--- src/sitr_pkg.sv ---
// Package for the signed integer to radix digits converter.
// Holds sizes, register indexes, reset values, the controller state type and
// the digit character lookup. Depends on nothing.
`default_nettype none

package sitr_pkg;

   localparam int VALUE_BITS_DEF = 32;
   localparam int IN_BITS        = 32;
   localparam int CHAR_BITS      = 8;
   localparam int DIGIT_BITS     = 4;
   localparam int BASE_BITS      = 5;
   localparam int CSR_DATA_BITS  = 64;
   localparam int CSR_INDEX_BITS = 2;

   localparam logic [BASE_BITS-1:0] MAX_BASE = 5'd16;
   localparam logic [BASE_BITS-1:0] MIN_BASE = 5'd2;

   localparam logic [CSR_INDEX_BITS-1:0] CSR_BASE_SIZE  = 2'd0;
   localparam logic [CSR_INDEX_BITS-1:0] CSR_CHARS_LOW  = 2'd1;
   localparam logic [CSR_INDEX_BITS-1:0] CSR_CHARS_HIGH = 2'd2;

   localparam logic [BASE_BITS-1:0]     BASE_RESET       = 5'd10;
   localparam logic [CSR_DATA_BITS-1:0] CHARS_LOW_RESET  = 64'h3736_3534_3332_3130;
   localparam logic [CSR_DATA_BITS-1:0] CHARS_HIGH_RESET = 64'h6665_6463_6261_3938;

   localparam logic [CHAR_BITS-1:0] MINUS_CHAR = 8'h2D;

   typedef enum logic [2:0] {
      ST_IDLE,
      ST_DIVIDE,
      ST_SIGN,
      ST_FETCH,
      ST_LOAD,
      ST_HOLD
   } state_type;

   // Picks the character for one digit out of the two alphabet registers.
   function automatic logic [CHAR_BITS-1:0] digit_char(
      input logic [DIGIT_BITS-1:0]    digit,
      input logic [CSR_DATA_BITS-1:0] chars_low,
      input logic [CSR_DATA_BITS-1:0] chars_high
   );
      logic [2*CSR_DATA_BITS-1:0] alphabet;
      alphabet   = {chars_high, chars_low};
      digit_char = alphabet[digit*CHAR_BITS +: CHAR_BITS];
   endfunction

endpackage

`default_nettype wire

--- src/signed_integer_to_radix_digits.sv ---
// Flow: a bit-serial division for each digit, then a minus sign for a negative
// value, then each digit character through the fetch, load and hold states, plus
// stalls. Throughput: one number at a time; the next value is taken after the
// last character transfer.
// Reset (synchronous): controller idle, registers back to base 10 and "0-9a-f";
// the digit store is not cleared, since each number writes it before reading.
// Top level of the signed integer to radix text converter.
// Depends on sitr_pkg.
`default_nettype none

module signed_integer_to_radix_digits #(
   parameter int VALUE_BITS = sitr_pkg::VALUE_BITS_DEF
) (
   input  wire logic                                clock,
   input  wire logic                                reset,
   // Input stream; tdata: value[31:0].
   input  wire logic                                req_tvalid,
   output      logic                                req_tready,
   input  wire logic [sitr_pkg::IN_BITS-1:0]        req_tdata,
   // Result stream; tdata: out_char[7:0]; tlast: last_char.
   output      logic                                rsp_tvalid,
   input  wire logic                                rsp_tready,
   output      logic [sitr_pkg::CHAR_BITS-1:0]      rsp_tdata,
   output      logic                                rsp_tlast,
   // Register write port.
   input  wire logic                                csr_we,
   input  wire logic [sitr_pkg::CSR_INDEX_BITS-1:0] csr_index,
   input  wire logic [sitr_pkg::CSR_DATA_BITS-1:0]  csr_wdata
);
   import sitr_pkg::*;

   localparam int BIT_CNT_BITS = $clog2(VALUE_BITS);
   localparam int CNT_BITS     = $clog2(VALUE_BITS + 1);
   localparam int ADDR_BITS    = $clog2(VALUE_BITS);
   localparam logic [BIT_CNT_BITS-1:0] BIT_LAST = BIT_CNT_BITS'(VALUE_BITS - 1);
   localparam logic [CNT_BITS-1:0]     CNT_MAX  = CNT_BITS'(VALUE_BITS);

   state_type state_ff, state_in;

   logic [BASE_BITS-1:0]     base_ff;
   logic [CSR_DATA_BITS-1:0] chars_low_ff, chars_high_ff;

   logic [VALUE_BITS-1:0]   mag_ff, mag_in;
   logic [DIGIT_BITS-1:0]   rem_ff, rem_in;
   logic                    nz_ff, nz_in;
   logic                    sign_ff, sign_in;
   logic [BIT_CNT_BITS-1:0] bit_ff, bit_in;
   logic [CNT_BITS-1:0]     cnt_ff, cnt_in;
   logic [CHAR_BITS-1:0]    out_ff, out_in;
   logic                    last_ff, last_in;
   logic [DIGIT_BITS-1:0]   rd_ff;

   logic [DIGIT_BITS-1:0]   digit_store [VALUE_BITS];
   logic                    store_we;
   logic [ADDR_BITS-1:0]    rd_addr;

   logic [IN_BITS+VALUE_BITS-1:0] in_ext;
   logic [VALUE_BITS-1:0]         raw;
   logic [BASE_BITS-1:0]          base_eff;
   logic [BASE_BITS-1:0]          rem_sh, rem_sub;
   logic                          q_bit;
   logic [CNT_BITS-1:0]           cnt_dec;

   assign in_ext  = {{VALUE_BITS{1'b0}}, req_tdata};
   assign raw     = in_ext[VALUE_BITS-1:0];
   assign cnt_dec = cnt_ff - CNT_BITS'(1);
   assign rd_addr = cnt_dec[ADDR_BITS-1:0];

   always_comb begin
      if (base_ff < MIN_BASE) begin
         base_eff = MIN_BASE;
      end else if (base_ff > MAX_BASE) begin
         base_eff = MAX_BASE;
      end else begin
         base_eff = base_ff;
      end
   end

   // One restoring division step: shift in the next magnitude bit and
   // subtract the radix when the partial remainder reaches it.
   assign rem_sh  = {rem_ff, mag_ff[VALUE_BITS-1]};
   assign q_bit   = (rem_sh >= base_eff);
   assign rem_sub = q_bit ? (rem_sh - base_eff) : rem_sh;

   assign req_tready = (state_ff == ST_IDLE);
   assign rsp_tvalid = (state_ff == ST_SIGN) || (state_ff == ST_HOLD);
   assign rsp_tdata  = out_ff;
   assign rsp_tlast  = last_ff;

   always_comb begin
      state_in = state_ff;
      mag_in   = mag_ff;
      rem_in   = rem_ff;
      nz_in    = nz_ff;
      sign_in  = sign_ff;
      bit_in   = bit_ff;
      cnt_in   = cnt_ff;
      out_in   = out_ff;
      last_in  = last_ff;
      store_we = 1'b0;
      unique case (state_ff)
         ST_IDLE: begin
            if (req_tvalid) begin
               sign_in  = raw[VALUE_BITS-1];
               mag_in   = raw[VALUE_BITS-1] ? (~raw + VALUE_BITS'(1)) : raw;
               rem_in   = '0;
               nz_in    = 1'b0;
               bit_in   = '0;
               cnt_in   = '0;
               state_in = ST_DIVIDE;
            end
         end
         ST_DIVIDE: begin
            mag_in = {mag_ff[VALUE_BITS-2:0], q_bit};
            rem_in = rem_sub[DIGIT_BITS-1:0];
            nz_in  = nz_ff | q_bit;
            bit_in = bit_ff + BIT_CNT_BITS'(1);
            if (bit_ff == BIT_LAST) begin
               // The quotient is complete: keep the remainder as a digit.
               store_we = (cnt_ff < CNT_MAX);
               if (cnt_ff < CNT_MAX) begin
                  cnt_in = cnt_ff + CNT_BITS'(1);
               end
               rem_in = '0;
               nz_in  = 1'b0;
               bit_in = '0;
               if (!(nz_ff | q_bit)) begin
                  if (sign_ff) begin
                     out_in   = MINUS_CHAR;
                     last_in  = 1'b0;
                     state_in = ST_SIGN;
                  end else begin
                     state_in = ST_FETCH;
                  end
               end
            end
         end
         ST_SIGN: begin
            if (rsp_tready) begin
               state_in = ST_FETCH;
            end
         end
         ST_FETCH: begin
            state_in = ST_LOAD;
         end
         ST_LOAD: begin
            out_in   = digit_char(rd_ff, chars_low_ff, chars_high_ff);
            last_in  = (cnt_ff == CNT_BITS'(1));
            state_in = ST_HOLD;
         end
         ST_HOLD: begin
            if (rsp_tready) begin
               cnt_in   = cnt_dec;
               state_in = (cnt_ff == CNT_BITS'(1)) ? ST_IDLE : ST_FETCH;
            end
         end
         default: begin
            state_in = ST_IDLE;
         end
      endcase
   end

   always_ff @(posedge clock) begin
      if (reset) begin
         state_ff <= ST_IDLE;
         nz_ff    <= 1'b0;
         sign_ff  <= 1'b0;
         bit_ff   <= '0;
         cnt_ff   <= '0;
      end else begin
         state_ff <= state_in;
         nz_ff    <= nz_in;
         sign_ff  <= sign_in;
         bit_ff   <= bit_in;
         cnt_ff   <= cnt_in;
      end
   end

   always_ff @(posedge clock) begin
      mag_ff  <= mag_in;
      rem_ff  <= rem_in;
      out_ff  <= out_in;
      last_ff <= last_in;
   end

   always_ff @(posedge clock) begin
      if (store_we) begin
         digit_store[cnt_ff[ADDR_BITS-1:0]] <= rem_sub[DIGIT_BITS-1:0];
      end
      rd_ff <= digit_store[rd_addr];
   end

   always_ff @(posedge clock) begin
      if (reset) begin
         base_ff       <= BASE_RESET;
         chars_low_ff  <= CHARS_LOW_RESET;
         chars_high_ff <= CHARS_HIGH_RESET;
      end else if (csr_we) begin
         unique case (csr_index)
            CSR_BASE_SIZE:  base_ff       <= csr_wdata[BASE_BITS-1:0];
            CSR_CHARS_LOW:  chars_low_ff  <= csr_wdata;
            CSR_CHARS_HIGH: chars_high_ff <= csr_wdata;
            default: ;
         endcase
      end
   end

endmodule

`default_nettype wire

--- config.mk ---
export PLATFORM = sky130hd
export DESIGN_NAME = signed_integer_to_radix_digits
export DESIGN_NICKNAME = d
export VERILOG_FILES = /design/src/sitr_pkg.sv /design/src/signed_integer_to_radix_digits.sv
export SDC_FILE = /design/constraint.sdc
export NUM_CORES = 1
export LEC_CHECK = 0
export BUFFER_PORTS_ARGS = -buffer_cell sky130_fd_sc_hd__buf_2
export CAP_MARGIN = 20
export CORE_ASPECT_RATIO = 1.1
export CORE_MARGIN = 3
export CORE_UTILIZATION = 60
export CTS_CLUSTER_SIZE = 40
export DETAILED_ROUTE_END_ITERATION = 6
export PLACE_DENSITY = 0.79
export SETUP_SLACK_MARGIN = 0.02
export SLEW_MARGIN = 20
export SYNTH_ARGS = -nofsm -noshare
export SYNTH_HDL_FRONTEND = slang
export SYNTH_SLANG_ARGS = --single-unit
export TNS_END_PERCENT = 5
--- constraint.sdc ---
create_clock -name clock -period 3.21 [get_ports clock]
set_input_delay 0.1605 -clock clock [delete_from_list [all_inputs] [get_ports clock]]
set_output_delay 0.1605 -clock clock [all_outputs]
set_load 0.01 [all_outputs]
; Word level (Yosys, flattened, before mapping)
; Memories as Yosys holds them, arrays and structs flattened. A register that Yosys moved wholly into a read port is not among the register bits.
; Cells that the tools add are included.
[word_totals]
ramBits = 128
reg_bits = 194
memories = 1
wordCells = 95
out_inout_bits = 11
[classes]
eq_ne = 16
bitwise = 2
n_addsub = 5
mux = 40
magnitude_cmp = 4
shifts = 1
n_reduce_logical = 14
[mem_list]
columns = name, words, word_bits, rd, rd_clocked_by_memory_dff, write_ports, line_no
row1 = digit_store, 32, 4, 1, 1, 1, signed_integer_to_radix_digits.sv:53  ; logic [DIGIT_BITS-1:0] digit_store [VALUE_BITS];
[op_table]
columns = cell, n
row1 = $shiftx A128 B8 Y8, 1
row2 = $mux W32, 2
row3 = $pmux W32 S2, 1
row4 = $add A32 B1 Y32 const B, 1
row5 = $not A32 Y32, 1
row6 = $mux W6, 4
row7 = $mux W8, 3
row8 = $mux W5, 4
row9 = $pmux W3 S6, 1
row10 = $pmux W6 S3, 1
row11 = $pmux W8 S2, 1
row12 = $mux W3, 5
row13 = $ne A2 B2 Y1 const B, 7
row14 = $mux W4, 3
row15 = $mux W1, 10
row16 = $pmux W5 S2, 1
row17 = $reduce_and A2 Y1, 5
row18 = $reduce_and A5 Y1, 2
row19 = $pmux W4 S2, 1
row20 = $add A6 B1 Y6 const B, 1
row21 = $eq A3 B2 Y1 const B, 2
row22 = $eq A3 B3 Y1 const B, 2
row23 = $eq A6 B1 Y1 const B, 1
row24 = $lt A6 B6 Y1 const B, 1
row25 = other kinds (19), 21

; Logic depth before layout (Yosys ltp)
; Gate-level depths: netlist of the first run.
[depth]
word_depth = 8
depth_mapped = 11
ltp_nobuf = 8

; Worst setup path after synthesis of the first run
; Ideal clock, no wire load.
[synth_path]
kind = flip-flop to flip-flop
start = register cnt_ff[0]
end = register rd_ff[2] (read register of digit_store)
arrival_time_ns = 2.756
path_buffers = 6
stages_incl_launch_ff = 12
path_slack_ns = 0.320
setup_time_ns = 0.134
synth_period_minus_slack_ns = 2.890
required_time_ns = 3.076
path_cell_list = dfxtp_1 buf_4 buf_4 buf_4 inv_1 ha_1 clkbuf_1 buf_2 buf_1 mux4_2 mux2i_1 a221oi_1
[synth_via]
elab_chain_len = 1
[synth_rtl]
columns = item, line_no
row1 = from (decl), signed_integer_to_radix_digits.sv:48  ; logic [CNT_BITS-1:0] cnt_ff, cnt_in;
row2 = from (signal assigned), signed_integer_to_radix_digits.sv:175  ; cnt_ff <= cnt_in;
row3 = $sub A6 B1 Y6, signed_integer_to_radix_digits.sv:66  ; assign cnt_dec = cnt_ff - CNT_BITS'(1);
row4 = to (decl), signed_integer_to_radix_digits.sv:51  ; logic [DIGIT_BITS-1:0] rd_ff;
; No other way between the ends.
; A chain may end at the register's enable or synchronous reset.

; Worst setup path in the final report of the first run
[layout_path]
start = register bit_ff[0]
end = memory digit_store[22][0], enable pin
[layout_via]
elab_chain_len = 5
[layout_rtl]
columns = item, line_no
row1 = from (decl), signed_integer_to_radix_digits.sv:47  ; logic [BIT_CNT_BITS-1:0] bit_ff, bit_in;
row2 = from (signal assigned), signed_integer_to_radix_digits.sv:174  ; bit_ff <= bit_in;
row3 = $eq A5 B5 Y1, signed_integer_to_radix_digits.sv:118  ; if (bit_ff == BIT_LAST) begin
row4 = $mux W1, signed_integer_to_radix_digits.sv:118
row5 = $mux W1, signed_integer_to_radix_digits.sv:101  ; unique case (state_ff)
row6 = $mux W1, signed_integer_to_radix_digits.sv:187  ; if (store_we) begin
row7 = $mux W1 (not written as such), signed_integer_to_radix_digits.sv:188  ; digit_store[cnt_ff[ADDR_BITS-1:0]] <= rem_sub[DIGIT_BITS-1:0];
row8 = to (decl), signed_integer_to_radix_digits.sv:53
; No other way between the ends.

==> results.sh, run 1 <==
export IMPL_vias=10813
export IMPL_powerDensity_nw_per_um2=603
export IMPL_drt_wl_total_um=36000
export IMPL_root_buffer="clkbuf_16"
export IMPL_clock_sinks=326
export IMPL_power_leakage_nw=6.21
export IMPL_r2r_cells=6
export IMPL_ys_warn_count=0
export IMPL_regToRegEndpoint="digit_store[22][0]"
export IMPL_clkPwrFrac_pct=37.8
export IMPL_seqPwrFrac_pct=47.8
export IMPL_cp_start_kind="register"
export IMPL_postCtsSetupRepairBufs=0
export IMPL_seq_area_frac_synth_pct=56.7
export IMPL_start_util_pct=61.3
export IMPL_avgRoutedWirePerCell_um=20.4
export IMPL_fin_nets=1549
export IMPL_slew_headroom_pct=40.4
export IMPL_gr_total_overflow=0
export IMPL_die_w_um=155
export IMPL_synth_area_leaders="edfxtp_1 36%, dfxtp_1 21%, mux4_2 11%, nand2_1 8.0%, a21oi_1 3.4%"
export IMPL_cts_resized=0
export IMPL_combPwrFrac_pct=14.4
export IMPL_cp_max_fo=8
export IMPL_ys_types=59
export IMPL_cap_violations=0
export IMPL_synth_cell_area_um2=14600
export IMPL_synth_nets=1399
export IMPL_cts_buffers=34
export IMPL_cp_common_cell="ha_1"
export IMPL_hold_violations=0
export IMPL_r2r_slack_ns=0.41
export IMPL_antenna_found_initial=1
export IMPL_dp_hpwl_um=22500
export IMPL_firstDrtPassIters=7
export IMPL_worst_slew_pin_slew_ns=0.894
export IMPL_swShare_pct=25.0
export IMPL_critPathKind="register to register"
export IMPL_power_internal_mw=7.78
export IMPL_yosys_area_top_type="edfxtp_1"
export IMPL_rsz0062_at_grt="no"
export IMPL_critical_path_slowest_cell="nor4b_1"
export IMPL_holdBufCountCts=65
export IMPL_hp_class="primary input to register"
export IMPL_grt_pass1_vias=10915
export IMPL_min_path_cells=4
export IMPL_period_minus_slack_ns=2.80
export IMPL_slowest_delay_ns=0.56
export IMPL_cp_required_ns=3.37
export IMPL_drc=3
export IMPL_io_pins=114
export IMPL_cts_tree="yes"
export IMPL_placed_cell_area_um2=15400
export IMPL_cts_max_level=2
export IMPL_vdd_ir_drop_max_mv=0.474
export IMPL_synthCells=1282
export IMPL_core_um2=23800
export IMPL_cp_cell_sequence="ha_1, and3_1, ha_1, nor4b_1, nand2_1, nor2_1"
export IMPL_vias_per_cell=6.13
export IMPL_fp_dieH_um=169
export IMPL_clk_insertion_delay_late_ns=0.52
export IMPL_ant_nets=0
export IMPL_synth_edff_count=173
export IMPL_design_area_um2=17200
export IMPL_p_sw_mw=2.59
export IMPL_setup_viol=0
export IMPL_grt_pass1_wl_um=58000
export IMPL_post_place_ws_ns=0.497
export IMPL_endpoint_kind="register"
export IMPL_fmax_mhz=357
export IMPL_outcome="complete, but fails checks"
export IMPL_critPathArrivalTime_ns=2.96
export IMPL_hp_start="rsp_tready"
export IMPL_syn2layout_area_growth_pct=18.1
export IMPL_hold_end="state_ff[2]"
export IMPL_yosysTopAreaCellShare_pct=35.7
export IMPL_clk_pin_slew_ns=0.06
export IMPL_async_reset_ff_share_pct=0
export IMPL_rows=59
export IMPL_gp_congestion=0.819
export IMPL_grt_max_degree=88
export IMPL_setup_tns_ns=0
export IMPL_dieArea_um2=26200
export IMPL_skew_ns=0.0138
export IMPL_io_buffers=113
export IMPL_grt_use_total_pct=27.7
export IMPL_drt_iter0_drc=1062
export IMPL_ys_flop_type="edfxtp_1"
export IMPL_drive_gt1_share_pct=19.9
export IMPL_timing_final_ws_setup_ns=0.411
export IMPL_ys_ff_latch=326
export IMPL_clock_path_buffers=3
export IMPL_rr_startpoint="bit_ff[0]"
export IMPL_period_share_pct=87.2
export IMPL_failed_checks="design-rule violations"
export IMPL_syn_mean_instance_area_um2=11.4
export IMPL_maxSlewViolCount=0
Yosys cell counts (10+ instances only):
cell type	instances
o31ai_1	11
a21oi_1	99
nor2_1	63
xor2_1	31
mux2i_1	12
mux2_2	12
nor2b_1	10
o21ai_0	35
clkbuf_1	65
inv_1	13
nand2_1	311
buf_1	13
nand3_1	14
ha_1	13
mux4_2	72
nand3b_1	62
dfxtp_1	153
edfxtp_1	173
cells by family after synthesis:
family | synth area share [%]
adder cells (fa/ha/maj) | 1.25
AO/OA/AOI/OAI | 8.03
multiplexers | 12.9
buffers and inverters | 2.76
flip-flops | 56.7
AND/OR/NAND/NOR | 16.3
XOR/XNOR | 2.05
flip-flops by register name, indices dropped and copies added (netlist names):
register       flops
mag_ff            32
rem_ff             4
chars_high_ff     64
rd_ff              4
rsp_tlast          1
chars_low_ff      64
bit_ff             5
rsp_tdata          8
nz_ff              1
base_ff            5
digit_store      128
sign_ff            1
state_ff           3
cnt_ff             6
layout make-up:
class / instances / area (um2)
inverters: 13 / 48.8
well taps: 305 / 382
clock inverters: 7 / 31.3
flip-flops and latches: 326 / 8260
repair buffers: 202 / 1450
fillers: 1603 / 6570
clock buffers: 55 / 1090
diodes: 1 / 2.50
multi-input cells: 855 / 5930
routing by layer:
| metal | GRT usage [%] | up-vias | share of wire (%) |
|---|---|---|---|
| met1 | 35.7 | 5320 | 39 |
| met3 | 5.02 | 96 | 6.8 |
| met2 | 47.3 | 458 | 51 |
| li1 | - | 4939 | - |
| met4 | 10.4 | 0 | 3.4 |
| met5 | 0 | - | 0 |
worst max path at each step:
stage / from / to / slack [ns] / cells after the start
4_1_cts: bit_ff[0] / digit_store[22][3] / 0.45 / 6
5_1_grt: bit_ff[0] / digit_store[15][3] / 0.13 / 6
3_5_place_dp: bit_ff[0] / digit_store[5][3] / 0.50 / 6
2_1_floorplan: cnt_ff[0] / rd_ff[2] / 0.32 / 11
3_3_place_gp: bit_ff[0] / digit_store[27][0] / 0.55 / 6
6_report: bit_ff[0] / digit_store[22][0] / 0.41 / 6
worst max-delay path: cells and delay by family (launching register included):
family                     cells  cell delay [ns]
DFF                            1             0.37
and+or+nand+nor                4             1.63
adders and majority gates      2             0.44
cells in the final DEF (no fill, tap or decap), drive strengths merged, types with 13 or more instances in the layout:
master and n:
nand2 311, edfxtp 173, dfxtp 153, buf 137
a21oi 99, mux4 72, dlygate4sd3 65, nor2 63
nand3b 62, clkbuf 55, o21ai 38, xor2 31
nand3 14, inv 13, ha 13
power by group through the flow:
stage / sequential [mW] / clock (mW) / combinational, mW
after floorplan: 4.98 / 0 / 0.948
after global placement: 5.04 / 0 / 1.38
after detailed placement: 5.05 / 0 / 1.41
after CTS: 4.96 / 3.96 / 1.49
after global routing: 4.98 / 4.14 / 1.63
final: 4.96 / 3.92 / 1.49
per-stage QoR:
| step | cells | total power, mW | hold slack [ns] | util [%] |
|---|---|---|---|---|
| floorplan | 1282 | 5.93 | 0.278 | - |
| global placement | 1636 | 6.43 | 0.383 | 64.8 |
| detailed placement | 1636 | 6.46 | 0.387 | 64.8 |
| CTS | 1763 | 10.4 | 0.0172 | 72.3 |
| global route | 1764 | 10.7 | 0.0630 | 72.3 |
| finish | 1764 | 10.4 | 0.0445 | 72.3 |
(Power assumes the default switching activity.)
==> inputs of run 2 (changes only) <==
--- a/config.mk
+++ b/config.mk
@@ -9,10 +9,9 @@
 export CAP_MARGIN = 20
 export CORE_ASPECT_RATIO = 1.1
 export CORE_MARGIN = 3
-export CORE_UTILIZATION = 60
+export CORE_UTILIZATION = 45
 export CTS_CLUSTER_SIZE = 40
 export DETAILED_ROUTE_END_ITERATION = 6
-export PLACE_DENSITY = 0.79
 export SETUP_SLACK_MARGIN = 0.02
 export SLEW_MARGIN = 20
 export SYNTH_ARGS = -nofsm -noshare
==> run 2 against run 1 <==
Compared with the run above: the run now ends clean; sequential power barely moved; final cell count is 7.0% higher; sequential cell count unchanged; clock power increased by 8.4%; largest cell class unchanged; total power rose by 3.1%; maximum frequency up 2.1%; largest power group unchanged; worst setup slack better by 0.057 ns.
==> results.sh, run 2 (synthesized netlist as in run 1, its figures left out) <==
export IMPL_outcome="finished clean"
export IMPL_final_common_cell="nand2_1"
export IMPL_placed_cell_area_um2=15600
export IMPL_gr_total_overflow=0
export IMPL_power_internal_mw=8.00
export IMPL_postCtsSetupRepairBufs=0
export IMPL_powerDensity_nw_per_um2=612
export IMPL_fmax_mhz=365
export IMPL_power_leakage_nw=6.29
export IMPL_period_share_pct=85.4
export IMPL_io_buffers=113
export IMPL_hold_violations=0
export IMPL_grt_max_degree=105
export IMPL_cts_resized=0
export IMPL_avgRoutedWirePerCell_um=18.3
export IMPL_timing_final_ws_setup_ns=0.468
export IMPL_ant_nets=0
export IMPL_cts_max_level=2
export IMPL_maxSlewViolCount=0
export IMPL_critical_path_slowest_cell="nor4b_1"
export IMPL_cp_start_kind="register"
export IMPL_min_path_cells=4
export IMPL_cap_violations=0
export IMPL_firstDrtPassIters=5
export IMPL_skew_ns=0.0160
export IMPL_drc=0
export IMPL_grt_use_total_pct=20.2
export IMPL_slowest_delay_ns=0.58
export IMPL_slew_headroom_pct=32.5
export IMPL_final_fill_count=2761
export IMPL_multi_input_area_um2=5930
export IMPL_cp_max_fo=8
export IMPL_cp_depth=6
export IMPL_endpoint_kind="register"
export IMPL_r2r_cells=6
export IMPL_clk_insertion_delay_late_ns=0.53
export IMPL_cp_required_ns=3.39
export IMPL_worst_slew_pin_slew_ns=1.01
export IMPL_root_buffer="clkbuf_16"
export IMPL_post_route_util_pct=55.3
export IMPL_gp_congestion=0.797
export IMPL_setup_tns_ns=0
export IMPL_rows=68
export IMPL_dieArea_um2=34600
export IMPL_largest_reg_flops=128
export IMPL_n_antenna_cell=0
export IMPL_vias=10267
export IMPL_swShare_pct=25.2
export IMPL_layout_common_cells="311 x nand2_1, 173 x edfxtp_1, 151 x dfxtp_1"
export IMPL_syn2layout_area_growth_pct=20.1
export IMPL_fin_nets=1557
export IMPL_total_power_mw=10.7
export IMPL_hp_class="primary input to register"
export IMPL_cts_buffers=36
export IMPL_drt_iter0_drc=772
export IMPL_grt_pass1_wl_um=55900
export IMPL_die_w_um=178
export IMPL_final_seq_area_um2=8260
export IMPL_p_sw_mw=2.70
export IMPL_cp_common_cell="ha_1"
export IMPL_drive_gt1_share_pct=20.8
export IMPL_critPathArrivalTime_ns=2.93
export IMPL_drt_wl_total_um=34500
export IMPL_grt_pass1_vias=10231
export IMPL_rsz0062_at_grt="no"
export IMPL_cts_tree="yes"
export IMPL_vias_per_cell=5.44
export IMPL_design_area_um2=17500
export IMPL_post_place_ws_ns=0.414
export IMPL_holdBufCountCts=65
export IMPL_vdd_ir_drop_max_mv=0.407
export IMPL_cp_cell_sequence="ha_1, and3_1, ha_1, nor4b_1, nand2_1, nor2_1"
export IMPL_clk_pin_slew_ns=0.06
export IMPL_cp_num_buf_inv=0
export IMPL_clkPwrFrac_pct=39.7
export IMPL_critPathKind="register to register"
export IMPL_period_minus_slack_ns=2.74
export IMPL_setup_viol=0
export IMPL_io_pins=114
export IMPL_fp_dieH_um=195
export IMPL_dp_hpwl_um=22700
export IMPL_clock_sinks=326
export IMPL_clock_path_buffers=3
export IMPL_core_um2=31700
export IMPL_cpLargestDelayFamily="simple AND/OR/NAND/NOR gates"
export IMPL_antenna_found_initial=0
export IMPL_combPwrFrac_pct=14.0
export IMPL_seqPwrFrac_pct=46.3
export IMPL_start_util_pct=46.0
export IMPL_r2r_slack_ns=0.47
[run 2: final timing paths]
| kind | startpoint | endpoint |
|---|---|---|
| min reg2reg | chars_low_ff[63] | chars_low_ff[63] |
| max reg2reg | bit_ff[0] | digit_store[15][2] |
| min | rsp_tready | state_ff[0] |
| max | bit_ff[0] | digit_store[15][2] |
[run 2: layout make-up]
cell class / count / share of cell area (%)
inverters: 13 / 0.279
multi-input cells: 855 / 33.9
flip-flops and latches: 326 / 47.2
clock inverters: 23 / 1.45
clock buffers: 43 / 5.65
repair buffers: 208 / 8.47
well taps: 420 / 3.00
[run 2: power groups by stage]
stage	registers (mW)	clock network [mW]	logic (mW)
finish	4.95	4.25	1.49
global placement	5.04	0	1.43
global route	4.97	4.53	1.65
floorplan	4.98	0	0.948
detailed placement	5.04	0	1.45
CTS	4.95	4.35	1.51
[run 2: worst min-delay path, delay by kind of cell]
kind                   cells  cell delay, ns
AO/OA/AOI/OAI              2            0.16
buffers and inverters      1            0.11
AND/OR/NAND/NOR            1            0.08
[run 2: per-layer routing]
layer	vias up	wire (um)	track usage [%]
li1	4955	-	-
met1	5040	15400	28.1
met2	224	17000	32.9
met3	48	1420	3.36
met4	0	724	5.03
met5	-	0	0
[run 2: stage by stage]
stage	std cells	hold slack, ns
after floorplan	1282	0.278
after global placement	1757	0.388
after detailed placement	1757	0.395
after CTS	1888	0.0100
after global routing	1888	0.0488
final	1888	0.0352
